File: src/rtl/mceu_pkg.sv
// ============================================================================
// Matrix clock event update: shared package
// Sizes, codes and the structures passed between the sequencer, the matrix
// memory and the top level.
// ============================================================================
`default_nettype none

package mceu_pkg;

  // Group size and counter width.
  localparam int unsigned MaxProcs   = 8;
  localparam int unsigned CounterW   = 32;
  localparam int unsigned IdxW       = $clog2(MaxProcs);
  localparam int unsigned AddrW      = 2 * IdxW;
  localparam int unsigned Depth      = MaxProcs * MaxProcs;
  localparam int unsigned CountW     = $clog2(MaxProcs + 1);

  // Fixed field widths of the stream and configuration ports.
  localparam int unsigned RankW      = 3;
  localparam int unsigned ProcCountW = 4;
  localparam int unsigned ValueW     = 32;
  localparam int unsigned CfgDataW   = 4;
  localparam int unsigned CfgIdxW    = 1;
  localparam int unsigned InDataW    = 48;
  localparam int unsigned OutDataW   = 48;

  // Input item kinds.
  typedef enum logic [1:0] {
    OpInternal  = 2'd0,
    OpSend      = 2'd1,
    OpRecvStart = 2'd2,
    OpRecvElem  = 2'd3
  } op_e;

  // Dump reasons reported with each result beat.
  typedef enum logic [1:0] {
    RsnInternal = 2'd0,
    RsnSend     = 2'd1,
    RsnRecv     = 2'd2,
    RsnUnused   = 2'd3
  } reason_e;

  // Configuration register indexes.
  typedef enum logic [CfgIdxW-1:0] {
    CfgOwnRank   = 1'b0,
    CfgProcCount = 1'b1
  } cfg_idx_e;

  // One accepted input beat.
  typedef struct packed {
    op_e               op;
    logic [RankW-1:0]  peer;
    logic [RankW-1:0]  row;
    logic [RankW-1:0]  col;
    logic [ValueW-1:0] value;
    logic              last;
  } item_t;

  // One result beat of a dump.
  typedef struct packed {
    reason_e           reason;
    logic [RankW-1:0]  send_to;
    logic [RankW-1:0]  row;
    logic [RankW-1:0]  col;
    logic [ValueW-1:0] value;
    logic              last;
  } beat_t;

  // Effective configuration seen by the sequencer.
  typedef struct packed {
    logic [RankW-1:0]  rank;
    logic [CountW-1:0] count;
  } cfg_t;

endpackage

`default_nettype wire

File: src/rtl/mceu_ram.sv
// ============================================================================
// Matrix clock event update: counter memory
// Single write port, single read port, read data registered in the cycle after
// the read enable.
// ============================================================================
`default_nettype none

module mceu_ram #(
  parameter int unsigned Width = 32,
  parameter int unsigned Depth = 64,
  parameter int unsigned AddrW = $clog2(Depth)
) (
  input  wire logic             clk_i,
  input  wire logic             we_i,
  input  wire logic [AddrW-1:0] waddr_i,
  input  wire logic [Width-1:0] wdata_i,
  input  wire logic             re_i,
  input  wire logic [AddrW-1:0] raddr_i,
  output logic      [Width-1:0] rdata_o
);

  logic [Width-1:0] mem [Depth];

  // Write port.
  always_ff @(posedge clk_i) begin
    if (we_i) begin
      mem[waddr_i] <= wdata_i;
    end
  end

  // Read port; the data holds until the next read.
  always_ff @(posedge clk_i) begin
    if (re_i) begin
      rdata_o <= mem[raddr_i];
    end
  end

endmodule

`default_nettype wire

File: src/rtl/mceu_ctrl.sv
// ============================================================================
// Matrix clock event update: sequencer
// Runs the read-modify-write steps of each event against the counter memory
// and walks the matrix for a dump. Per-entry valid bits stand in for the
// cleared memory after reset.
// ============================================================================
`default_nettype none

module mceu_ctrl
  import mceu_pkg::*;
(
  input  wire logic                clk_i,
  input  wire logic                rst_ni,
  input  wire cfg_t                cfg_i,
  input  wire logic                item_valid_i,
  output logic                     item_ready_o,
  input  wire item_t               item_i,
  output logic                     ram_we_o,
  output logic [AddrW-1:0]         ram_waddr_o,
  output logic [CounterW-1:0]      ram_wdata_o,
  output logic                     ram_re_o,
  output logic [AddrW-1:0]         ram_raddr_o,
  input  wire logic [CounterW-1:0] ram_rdata_i,
  output logic                     beat_valid_o,
  input  wire logic                beat_ready_i,
  output beat_t                    beat_o
);

  typedef enum logic [2:0] {
    S_IDLE,
    S_NEXT,
    S_RMW,
    S_DUMP_RD,
    S_DUMP_LD
  } state_e;

  state_e                state_q, state_d;
  logic [Depth-1:0]      vld_q, vld_d;
  logic                  rd_vld_q, rd_vld_d;
  logic [RankW-1:0]      src_q, src_d;
  logic                  inc_q, inc_d;
  logic                  mrg_own_q, mrg_own_d;
  logic                  mrg_row_q, mrg_row_d;
  logic                  dump_q, dump_d;
  logic                  is_inc_q, is_inc_d;
  logic [AddrW-1:0]      addr_q, addr_d;
  logic [RankW-1:0]      row_q, row_d;
  logic [RankW-1:0]      col_q, col_d;
  logic [CounterW-1:0]   val_q, val_d;
  reason_e               reason_q, reason_d;
  logic [RankW-1:0]      to_q, to_d;
  logic [IdxW-1:0]       dr_q, dr_d;
  logic [IdxW-1:0]       dc_q, dc_d;

  logic                  accept;
  logic                  rank_ok;
  logic                  elem_in;
  logic [CountW-1:0]     cnt_m1;
  logic [CounterW-1:0]   cur;
  logic [CounterW:0]     sum;
  logic [CounterW-1:0]   new_val;
  logic                  dump_end;

  assign accept       = item_valid_i && item_ready_o;
  assign item_ready_o = (state_q == S_IDLE);
  assign rank_ok      = {1'b0, cfg_i.rank} < cfg_i.count;
  assign elem_in      = ({1'b0, item_i.row} < cfg_i.count) &&
                        ({1'b0, item_i.col} < cfg_i.count);
  assign cnt_m1       = cfg_i.count - CountW'(1);
  assign dump_end     = ({1'b0, dr_q} == cnt_m1) && ({1'b0, dc_q} == cnt_m1);

  // Entries never written read as zero.
  assign cur = rd_vld_q ? ram_rdata_i : '0;

  // Saturating diagonal step, or the maximum with the received element.
  always_comb begin
    sum = {1'b0, cur} + (CounterW + 1)'(cfg_i.rank) + (CounterW + 1)'(1);
    if (is_inc_q) begin
      new_val = sum[CounterW] ? '1 : sum[CounterW-1:0];
    end else begin
      new_val = (val_q > cur) ? val_q : cur;
    end
  end

  // Dump beat built straight from the read data.
  always_comb begin
    beat_o.reason  = reason_q;
    beat_o.send_to = to_q;
    beat_o.row     = RankW'(dr_q);
    beat_o.col     = RankW'(dc_q);
    beat_o.value   = ValueW'(cur);
    beat_o.last    = dump_end;
  end
  assign beat_valid_o = (state_q == S_DUMP_LD);

  // Next-state logic and memory commands.
  always_comb begin
    state_d   = state_q;
    vld_d     = vld_q;
    rd_vld_d  = rd_vld_q;
    src_d     = src_q;
    inc_d     = inc_q;
    mrg_own_d = mrg_own_q;
    mrg_row_d = mrg_row_q;
    dump_d    = dump_q;
    is_inc_d  = is_inc_q;
    addr_d    = addr_q;
    row_d     = row_q;
    col_d     = col_q;
    val_d     = val_q;
    reason_d  = reason_q;
    to_d      = to_q;
    dr_d      = dr_q;
    dc_d      = dc_q;

    ram_we_o    = 1'b0;
    ram_waddr_o = addr_q;
    ram_wdata_o = new_val;
    ram_re_o    = 1'b0;
    ram_raddr_o = addr_q;

    unique case (state_q)
      S_IDLE: begin
        if (accept) begin
          row_d     = item_i.row;
          col_d     = item_i.col;
          val_d     = CounterW'(item_i.value);
          inc_d     = (item_i.op != OpRecvElem) && rank_ok;
          mrg_own_d = (item_i.op == OpRecvElem) && elem_in && (item_i.row == src_q) &&
                      (item_i.col != cfg_i.rank) && rank_ok;
          mrg_row_d = (item_i.op == OpRecvElem) && elem_in && (item_i.row != cfg_i.rank);
          dump_d    = (item_i.op == OpInternal) || (item_i.op == OpSend) ||
                      ((item_i.op == OpRecvElem) && item_i.last);
          to_d      = (item_i.op == OpSend) ? item_i.peer : '0;
          case (item_i.op)
            OpInternal: reason_d = RsnInternal;
            OpSend:     reason_d = RsnSend;
            default:    reason_d = RsnRecv;
          endcase
          if (item_i.op == OpRecvStart) begin
            src_d = item_i.peer;
          end
          state_d = S_NEXT;
        end
      end

      // Issue the next pending read, or start the dump.
      S_NEXT: begin
        if (inc_q || mrg_own_q || mrg_row_q) begin
          ram_re_o = 1'b1;
          if (inc_q) begin
            ram_raddr_o = {IdxW'(cfg_i.rank), IdxW'(cfg_i.rank)};
            inc_d       = 1'b0;
            is_inc_d    = 1'b1;
          end else if (mrg_own_q) begin
            ram_raddr_o = {IdxW'(cfg_i.rank), IdxW'(col_q)};
            mrg_own_d   = 1'b0;
            is_inc_d    = 1'b0;
          end else begin
            ram_raddr_o = {IdxW'(row_q), IdxW'(col_q)};
            mrg_row_d   = 1'b0;
            is_inc_d    = 1'b0;
          end
          addr_d   = ram_raddr_o;
          rd_vld_d = vld_q[ram_raddr_o];
          state_d  = S_RMW;
        end else if (dump_q) begin
          dump_d  = 1'b0;
          dr_d    = '0;
          dc_d    = '0;
          state_d = S_DUMP_RD;
        end else begin
          state_d = S_IDLE;
        end
      end

      // Read data is here: write back the updated counter.
      S_RMW: begin
        ram_we_o      = 1'b1;
        vld_d[addr_q] = 1'b1;
        state_d       = S_NEXT;
      end

      S_DUMP_RD: begin
        ram_re_o    = 1'b1;
        ram_raddr_o = {dr_q, dc_q};
        rd_vld_d    = vld_q[ram_raddr_o];
        state_d     = S_DUMP_LD;
      end

      // Hold the beat until the output stage takes it.
      S_DUMP_LD: begin
        if (beat_ready_i) begin
          if (dump_end) begin
            state_d = S_IDLE;
          end else begin
            if ({1'b0, dc_q} == cnt_m1) begin
              dc_d = '0;
              dr_d = dr_q + IdxW'(1);
            end else begin
              dc_d = dc_q + IdxW'(1);
            end
            state_d = S_DUMP_RD;
          end
        end
      end

      default: state_d = S_IDLE;
    endcase
  end

  // State and working registers.
  always_ff @(posedge clk_i or negedge rst_ni) begin
    if (!rst_ni) begin
      state_q   <= S_IDLE;
      vld_q     <= '0;
      rd_vld_q  <= 1'b0;
      src_q     <= '0;
      inc_q     <= 1'b0;
      mrg_own_q <= 1'b0;
      mrg_row_q <= 1'b0;
      dump_q    <= 1'b0;
      is_inc_q  <= 1'b0;
      reason_q  <= RsnInternal;
      to_q      <= '0;
      dr_q      <= '0;
      dc_q      <= '0;
    end else begin
      state_q   <= state_d;
      vld_q     <= vld_d;
      rd_vld_q  <= rd_vld_d;
      src_q     <= src_d;
      inc_q     <= inc_d;
      mrg_own_q <= mrg_own_d;
      mrg_row_q <= mrg_row_d;
      dump_q    <= dump_d;
      is_inc_q  <= is_inc_d;
      reason_q  <= reason_d;
      to_q      <= to_d;
      dr_q      <= dr_d;
      dc_q      <= dc_d;
    end
  end

  // Payload registers.
  always_ff @(posedge clk_i) begin
    addr_q <= addr_d;
    row_q  <= row_d;
    col_q  <= col_d;
    val_q  <= val_d;
  end

  // The single memory never reads and writes in the same cycle.
  a_no_rw_overlap: assert property (@(posedge clk_i) disable iff (!rst_ni)
    !(ram_we_o && ram_re_o))
    else $error("memory read and write in the same cycle");

  // A write-back always follows a read of the same entry.
  a_rmw_after_read: assert property (@(posedge clk_i) disable iff (!rst_ni)
    ram_we_o |-> $past(ram_re_o) && ($past(ram_raddr_o) == ram_waddr_o))
    else $error("write-back without a matching read");

  // A written entry is marked valid.
  a_valid_after_write: assert property (@(posedge clk_i) disable iff (!rst_ni)
    ram_we_o |=> vld_q[$past(ram_waddr_o)])
    else $error("written entry not marked valid");

  // The final dump beat returns the sequencer to idle.
  a_idle_after_dump: assert property (@(posedge clk_i) disable iff (!rst_ni)
    beat_valid_o && beat_ready_i && beat_o.last |=> state_q == S_IDLE)
    else $error("sequencer not idle after the final dump beat");

endmodule

`default_nettype wire

File: src/rtl/matrix_clock_event_update_unit.sv
// ============================================================================
// Matrix clock event update unit
// Keeps one process's matrix clock in a counter memory, applies local and
// received events, and streams out the matrix after each completed event.
// ============================================================================
// Items are taken one at a time; every counter update is a read-modify-write
// on the counter memory, a read and then a write-back of the same entry. An
// internal, send or receive-start beat steps the own diagonal entry (unless
// the own rank is not below the process count); a received element merges
// into up to two entries. A dump then reads the matrix entry by entry,
// count*count entries, and the input stays stalled until its last beat
// enters the output register. After reset the matrix reads as all zeros at
// once through per-entry valid bits; there is no clearing pass.
`default_nettype none

module matrix_clock_event_update_unit
  import mceu_pkg::*;
(
  input  wire logic                clk_i,
  input  wire logic                rst_ni,
  // Configuration writes.
  input  wire logic                cfg_we_i,
  input  wire logic [CfgIdxW-1:0]  cfg_idx_i,
  input  wire logic [CfgDataW-1:0] cfg_data_i,
  // Event stream.
  input  wire logic                s_axis_tvalid_i,
  output logic                     s_axis_tready_o,
  // peer[2:0], elem_row[5:3], elem_col[8:6], elem_value[40:9], zeros above
  input  wire logic [InDataW-1:0]  s_axis_tdata_i,
  // opcode[1:0]
  input  wire logic [1:0]          s_axis_tuser_i,
  // elem_last
  input  wire logic                s_axis_tlast_i,
  // Dump stream.
  output logic                     m_axis_tvalid_o,
  input  wire logic                m_axis_tready_i,
  // send_to[2:0], dump_row[5:3], dump_col[8:6], dump_value[40:9], zeros above
  output logic [OutDataW-1:0]      m_axis_tdata_o,
  // dump_reason[1:0]
  output logic [1:0]               m_axis_tuser_o,
  // dump_last
  output logic                     m_axis_tlast_o
);

  logic [RankW-1:0]      rank_q;
  logic [ProcCountW-1:0] pcount_q;
  cfg_t                  cfg;
  item_t                 item;
  beat_t                 beat;
  logic                  beat_valid;
  logic                  beat_ready;
  logic                  out_valid_q;
  beat_t                 out_q;

  logic                  ram_we;
  logic [AddrW-1:0]      ram_waddr;
  logic [CounterW-1:0]   ram_wdata;
  logic                  ram_re;
  logic [AddrW-1:0]      ram_raddr;
  logic [CounterW-1:0]   ram_rdata;

  // Configuration registers.
  always_ff @(posedge clk_i or negedge rst_ni) begin
    if (!rst_ni) begin
      rank_q   <= '0;
      pcount_q <= ProcCountW'(MaxProcs);
    end else if (cfg_we_i) begin
      unique case (cfg_idx_e'(cfg_idx_i))
        CfgOwnRank:   rank_q   <= cfg_data_i[RankW-1:0];
        CfgProcCount: pcount_q <= cfg_data_i[ProcCountW-1:0];
        default:      ;
      endcase
    end
  end

  // Process count limited to one through the group size.
  always_comb begin
    cfg.rank = rank_q;
    if (pcount_q == '0) begin
      cfg.count = CountW'(1);
    end else if (pcount_q > ProcCountW'(MaxProcs)) begin
      cfg.count = CountW'(MaxProcs);
    end else begin
      cfg.count = CountW'(pcount_q);
    end
  end

  // Unpack the input beat.
  always_comb begin
    item.op    = op_e'(s_axis_tuser_i);
    item.peer  = s_axis_tdata_i[2:0];
    item.row   = s_axis_tdata_i[5:3];
    item.col   = s_axis_tdata_i[8:6];
    item.value = s_axis_tdata_i[40:9];
    item.last  = s_axis_tlast_i;
  end

  mceu_ctrl u_ctrl (
    .clk_i        (clk_i),
    .rst_ni       (rst_ni),
    .cfg_i        (cfg),
    .item_valid_i (s_axis_tvalid_i),
    .item_ready_o (s_axis_tready_o),
    .item_i       (item),
    .ram_we_o     (ram_we),
    .ram_waddr_o  (ram_waddr),
    .ram_wdata_o  (ram_wdata),
    .ram_re_o     (ram_re),
    .ram_raddr_o  (ram_raddr),
    .ram_rdata_i  (ram_rdata),
    .beat_valid_o (beat_valid),
    .beat_ready_i (beat_ready),
    .beat_o       (beat)
  );

  mceu_ram #(
    .Width (CounterW),
    .Depth (Depth),
    .AddrW (AddrW)
  ) u_ram (
    .clk_i   (clk_i),
    .we_i    (ram_we),
    .waddr_i (ram_waddr),
    .wdata_i (ram_wdata),
    .re_i    (ram_re),
    .raddr_i (ram_raddr),
    .rdata_o (ram_rdata)
  );

  // Output register between the sequencer and the dump stream.
  assign beat_ready = !out_valid_q || m_axis_tready_i;

  always_ff @(posedge clk_i or negedge rst_ni) begin
    if (!rst_ni) begin
      out_valid_q <= 1'b0;
    end else if (beat_ready) begin
      out_valid_q <= beat_valid;
    end
  end

  always_ff @(posedge clk_i) begin
    if (beat_ready && beat_valid) begin
      out_q <= beat;
    end
  end

  // Pack the output beat.
  assign m_axis_tvalid_o = out_valid_q;
  assign m_axis_tuser_o  = out_q.reason;
  assign m_axis_tlast_o  = out_q.last;
  assign m_axis_tdata_o  = {(OutDataW - 41)'(0), out_q.value, out_q.col, out_q.row,
                            out_q.send_to};

endmodule

`default_nettype wire

File: config.mk
export PLATFORM = sky130hd
export DESIGN_NAME = matrix_clock_event_update_unit
export DESIGN_NICKNAME = d
export VERILOG_FILES = /design/src/rtl/mceu_pkg.sv /design/src/rtl/mceu_ram.sv /design/src/rtl/mceu_ctrl.sv /design/src/rtl/matrix_clock_event_update_unit.sv
export SDC_FILE = /design/constraint.sdc
export NUM_CORES = 2
export LEC_CHECK = 0
export BUFFER_PORTS_ARGS = -buffer_cell sky130_fd_sc_hd__buf_4
export CAP_MARGIN = 20
export CORE_ASPECT_RATIO = 1.4
export CORE_MARGIN = 4
export CORE_UTILIZATION = 45
export DETAILED_ROUTE_END_ITERATION = 8
export GPL_TIMING_DRIVEN = 0
export PLACE_DENSITY = 0.63
export SYNTH_ARGS = -nofsm -noshare
export SYNTH_HDL_FRONTEND = slang
export SYNTH_HIERARCHICAL = 1
export SYNTH_SLANG_ARGS = --single-unit
File: constraint.sdc
create_clock -name clk_i -period 7.8 [get_ports clk_i]
set_input_delay 1.17 -clock clk_i [delete_from_list [all_inputs] [get_ports clk_i]]
set_output_delay 1.17 -clock clk_i [all_outputs]
set_load 0.005 [all_outputs]
Word level (Yosys, flattened, before mapping)

Memories as Yosys holds them, arrays and structs flattened. A register that Yosys moved wholly into a read port is not among the register bits.
Cells that the tools add are included.

Memory bits (writable): 2,048
Register bits: 183
Input bits: 61
Word-level logic and storage cells: 161
Memories: 1
Output and inout bits: 53

Memory list:

| name      | words | width | rd ports | clocked after Yosys merged registers in | wr ports | RTL line       | RTL |
|---|---|---|---|---|---|---|---|
| u_ram.mem | 64    | 32    | 1        | 1                                       | 1        | mceu_ram.sv:22 | `logic [Width-1:0] mem [Depth];` |

Reductions and logical operators: 37
Mux-type cells: 59
Bitwise gates (word level): 2
Equality and inequality tests: 22
Add/sub/neg operators: 5
$lt $le $gt $ge: 9

Operators with widths:

| cell                  | number |
|---|---|
| $mux 32               | 4 |
| $or 64x64->64         | 1 |
| $mux 3                | 12 |
| $add 32x3->33         | 1 |
| $add 33x1->33 const B | 1 |
| $gt 32x32->1          | 1 |
| $mux 6                | 5 |
| $lt 6x7->1 const B    | 3 |
| $mux 1                | 20 |
| $pmux 3 s5            | 1 |
| $bmux 1 s6            | 2 |
| $logic_and 1x1->1     | 12 |
| $lt 3x4->1            | 3 |
| $ne 2x2->1 const B    | 6 |
| $pmux 1 s2            | 6 |
| $pmux 3 s2            | 2 |
| $pmux 6 s2            | 1 |
| $reduce_and 2->1      | 6 |
| $reduce_and 5->1      | 2 |
| $reduce_and 3->1      | 3 |
| $eq 3x4->1            | 2 |
| $mux 4                | 2 |
| $ne 2x1->1 const B    | 4 |
| $add 3x1->3 const B   | 2 |
| 22 further kinds      | 32 |

Longest topological paths before layout

Depth after elaboration: 11
Mapped depth: 17
Depth with buffers taken out: 11

Hierarchy

Netlist, hierarchy kept.

By module, submodules not included:

| module                         | area each (um2) | seq. area each (um2) | instances | cells each |
|---|---|---|---|---|
| mceu_ram                       | 78,831.9        | 62,459.9             | 1         | 3,324 |
| mceu_ctrl                      | 8,837.2         | 3,498.4              | 1         | 886 |
| matrix_clock_event_update_unit | 1,719.1         | 1,522.7              | 1         | 77 |

Least setup slack after synthesis

OpenSTA, ideal clock, no wires.

Kind: register -> register
Start: reg u_ctrl.rd_vld_q
End: mem u_ram.mem[0][29], data pin
Setup time: 0.767 ns
Stages on the path, launching flop included: 16
Arrival time: 6.525 ns
Setup slack: 0.507 ns
Period minus slack after synthesis: 7.293 ns
Data required time: 7.033 ns
Path buffers: 5
Path through: dfrtp_1 > buf_6 > clkbuf_1 > clkbuf_1 > clkbuf_1 > nand2_1 > ha_1 > fa_1 > nor2b_1 > o2111ai_2 > or4_4 > or4_1 > buf_2 > o21ai_4 > nor3_1 > a311oi_1

Cells in the longest elaborated chain, start to end: 5
Elaborated cells on any way between the ends: 7
Classes of those cells: add/sub: 2; order compare: 1; mux: 4

Ends and longest elaborated chain:

| element                | RTL line                             | RTL |
|---|---|---|
| from (decl)            | mceu_ctrl.sv:39                      | `logic rd_vld_q, rd_vld_d;` |
| from (signal assigned) | mceu_ctrl.sv:231                     | `rd_vld_q <= rd_vld_d;` |
| $mux 32 (*)            | mceu_ctrl.sv:73                      | `assign cur = rd_vld_q ? ram_rdata_i : '0;` |
| $add 32x3->33          | mceu_ctrl.sv:77                      | `sum = {1'b0, cur} + (CounterW + 1)'(cfg_i.rank) + (CounterW + 1)'(1);` |
| $add 33x1->33          | mceu_ctrl.sv:77                      |  |
| $mux 32                | mceu_ctrl.sv:79                      | `new_val = sum[CounterW] ? '1 : sum[CounterW-1:0];` |
| $mux 32 (*)            | mceu_ctrl.sv:78                      | `if (is_inc_q) begin` |
| net ram_wdata[29]      | matrix_clock_event_update_unit.sv:57 | `logic [CounterW-1:0] ram_wdata;` |
| to (decl)              | mceu_ram.sv:22                       |  |

The timed path passes the listed nets; every way through them passes the cells marked *.

Worst setup path in the final report

Start: reg u_ctrl.rd_vld_q
End: mem u_ram.mem[33][25], data pin

Same word-level chain as after synthesis.

==> metrics.yaml <==
place:
  pre_cts_ws_ps: 172.1
  postPlaceCellArea_mm2: 0.09804
  port_buffers: 99
  place.gp.congestion: 0.9414
  dp.final_hpwl_um: 196300
logic_synthesis:
  async_reset_ff_frac: 0.04198
  synth_ff_type: "edfxtp_1"
  seq_area_frac_synth: 0.7549
  yosys_warnings: 6
  yosysUniqueCellTypes: 77
  postSynthCellCount: 4287
  synth.avg_cell_area_um2: 20.85
  syn-cell-area_mm2: 0.08939
  ys_ff_latch: 2263
  synth-edff-count: 2168
worst_setup_path:
  endpoint_kind: "flop"
  critical_path_class: "flop to flop"
  start_kind: "flop"
  path_common_cell: "clkbuf_1"
  worstPathRequired_ps: 8440
  arrival_ps: 8260
  critPathSlowestCell: "a311oi_4"
  ff2ff_path_depth: 16
  crit_chain: "buf_6 -> clkbuf_1 -> clkbuf_1 -> clkbuf_1 -> nand2_1 -> ha_1 -> nand4_1 -> nor4_1 -> nand4_1 -> or3_1 -> o21ai_1 -> clkbuf_1 -> nor3_1 -> a311oi_4 -> buf_16 -> buf_8"
  cp_max_fo: 17
  cpPeakStageDelay_ps: 950
cts:
  cts.clk_slew.worst_paths_ps: 70
  ctsHoldBuffers: 0
  cts_max_path_buffers: 4
  numCtsBuffers: 210
  tritoncts: "done"
  htreeDepth: 4
  cts-root-buf: "clkbuf_16"
  clock_latency_ps: 860
  cts_sinks: 2263
  cts_setup_buffers: 0
  post_cts_resized: 0
routing:
  avgViaCountPerCell: 6.256
  drtPass1Iterations: 6
  antenna_left: 0
  wire_per_inst_um: 36.34
  routed_wl_um: 276500
  drtIter0Drc: 6277
  drc_errors: 0
  num_vias: 47600
floorplan:
  die-area_mm2: 0.2059
  start_util: 0.4525
  fp.dieW_um: 384.7
  die-height_um: 535.4
  rows: 193
  ioPinCount: 114
  core_mm2: 0.1975
grt:
  grt-ovfl-total: 0
  grt_pass1_wl_um: 379500
  grt_pass1_vias: 47600
  track_usage: 0.2682
  grt_max_degree: 72
  antenna_found_initial: 14
timing:
  fin_worst_skew_ps: 54.98
  timing.final.ws_setup_ps: 180.3
  period_minus_slack_ps: 7620
  finalSetupViolations: 0
  worstMarginPinSlew_ps: 1217
  drv_slew: 0
  period_share: 0.9769
  hold_viol: 0
  maxSlewHeadroom: 0.1884
  fmax_ghz: 0.1312
  rsz0062_at_grt: "false"
cells_and_area:
  area_growth_pct: 17.21
  final_common_cell: "edfxtp_1"
  final_area_mm2: 0.1048
  drive_above_1_share: 0.2822
  fill_cells: 15240
  nets: 4917
  final_cell_mix: "edfxtp_1, mux4_2, clkbuf_16"
status:
  status: "complete, no violations"
hold_path:
  min_path_type: "primary input to asynchronous set/reset pin"
job:
  cap_violations: 0
-- final timing paths --
kind	slack, ps	from	endpoint
worst min register to register	440	u_ctrl/dc_q[2]	m_axis_tdata_o[8]
max in group asynchronous	6810	rst_ni	u_ctrl/vld_q[24]
worst max-delay path	180	u_ctrl/rd_vld_q	u_ram/mem[33][25]
worst max register to register	180	u_ctrl/rd_vld_q	u_ram/mem[33][25]
worst min-delay path	240	rst_ni	u_ctrl/mrg_row_q
min in group clk_i	440	u_ctrl/dc_q[2]	m_axis_tdata_o[8]
-- area by class of cell --
cell class / count / area (um2) / area share
flip-flops and latches: 2263 / 67480 / 0.6441
well taps: 2632 / 3293 / 0.03143
clock inverters: 126 / 1197 / 0.01143
repair buffers: 306 / 4534 / 0.04328
clock buffers: 250 / 5475 / 0.05226
diodes: 1 / 2.502 / 0.00002388
multi-input cells: 1748 / 21470 / 0.2049
plain buffers: 234 / 1139 / 0.01087
inverters: 48 / 181.4 / 0.001732
-- registers in the layout, indices dropped and copies added (netlist names), 4 cells and up --
signal              cells
u_ctrl/vld_q           64
u_ctrl/val_q           32
pcount_q                4
u_ram/mem            2048
u_ram/rdata_o          32
u_ctrl/ram_waddr_o      6
m_axis_tdata_o         41
-- cell usage after synthesis, types with 22 or more instances --
cell / n / area share
edfxtp_1: 2168 / 0.73
mux4_2: 564 / 0.14
nor2_1: 202 / 0.0085
mux2i_1: 152 / 0.017
nand2_1: 120 / 0.0050
clkbuf_1: 108 / 0.0045
dfrtp_1: 94 / 0.026
a21oi_1: 89 / 0.0050
o22ai_1: 84 / 0.0059
buf_2: 66 / 0.0037
inv_1: 47 / 0.0020
nor3_1: 45 / 0.0025
ha_1: 44 / 0.0062
o21ai_0: 36 / 0.0020
a21o_1: 35 / 0.0029
xnor2_1: 34 / 0.0033
o21bai_1: 32 / 0.0027
buf_4: 29 / 0.0024
nor2b_1: 28 / 0.0020
o221ai_1: 27 / 0.0026
a22oi_1: 26 / 0.0022
nand3_1: 24 / 0.0013
buf_1: 22 / 0.00092
-- worst max-delay path: cells and delay by family, from the launching register on --
family                   cells  cell delay, ps
AO/OA/AOI/OAI                2            1500
adder cells (fa/ha/maj)      1             400
buffers and inverters        7            2890
flip-flops                   1             570
AND/OR/NAND/NOR              6            2020
-- routing by layer --
metal | vias to the layer above | wire length (um) | global-route usage
li1 | 18900 | - | -
met1 | 25390 | 93020 | 0.3225
met2 | 2648 | 137600 | 0.4499
met3 | 659 | 22120 | 0.03696
met4 | 2 | 23750 | 0.1854
met5 | - | 11 | 0
-- kinds of logic after synthesis --
family | count (synthesis) | share of synthesized area
flip-flops | 2263 | 0.7549
other | 1 | 0.00004195
multiplexers | 727 | 0.1605
AO/OA/AOI/OAI | 411 | 0.03243
XOR/XNOR | 41 | 0.004017
adder cells (fa/ha/maj) | 45 | 0.006383
buffers and inverters | 282 | 0.01474
AND/OR/NAND/NOR | 517 | 0.02696
-- through the flow --
step	utilization	setup TNS (ps)	hold WS, ps	instances
4_1_cts	0.5301	0	219.5	7603
3_3_place_gp	0.4731	-6533190	429.3	7024
5_1_grt	0.5304	0	248.3	7608
2_1_floorplan	-	0	423.1	4293
6_report	0.5304	0	239.4	7608
3_5_place_dp	0.4963	0	433.6	7227
Power is left out: the tool's default activity adds up to more than one toggle a clock period on the data nets, which glitch-free logic cannot reach.
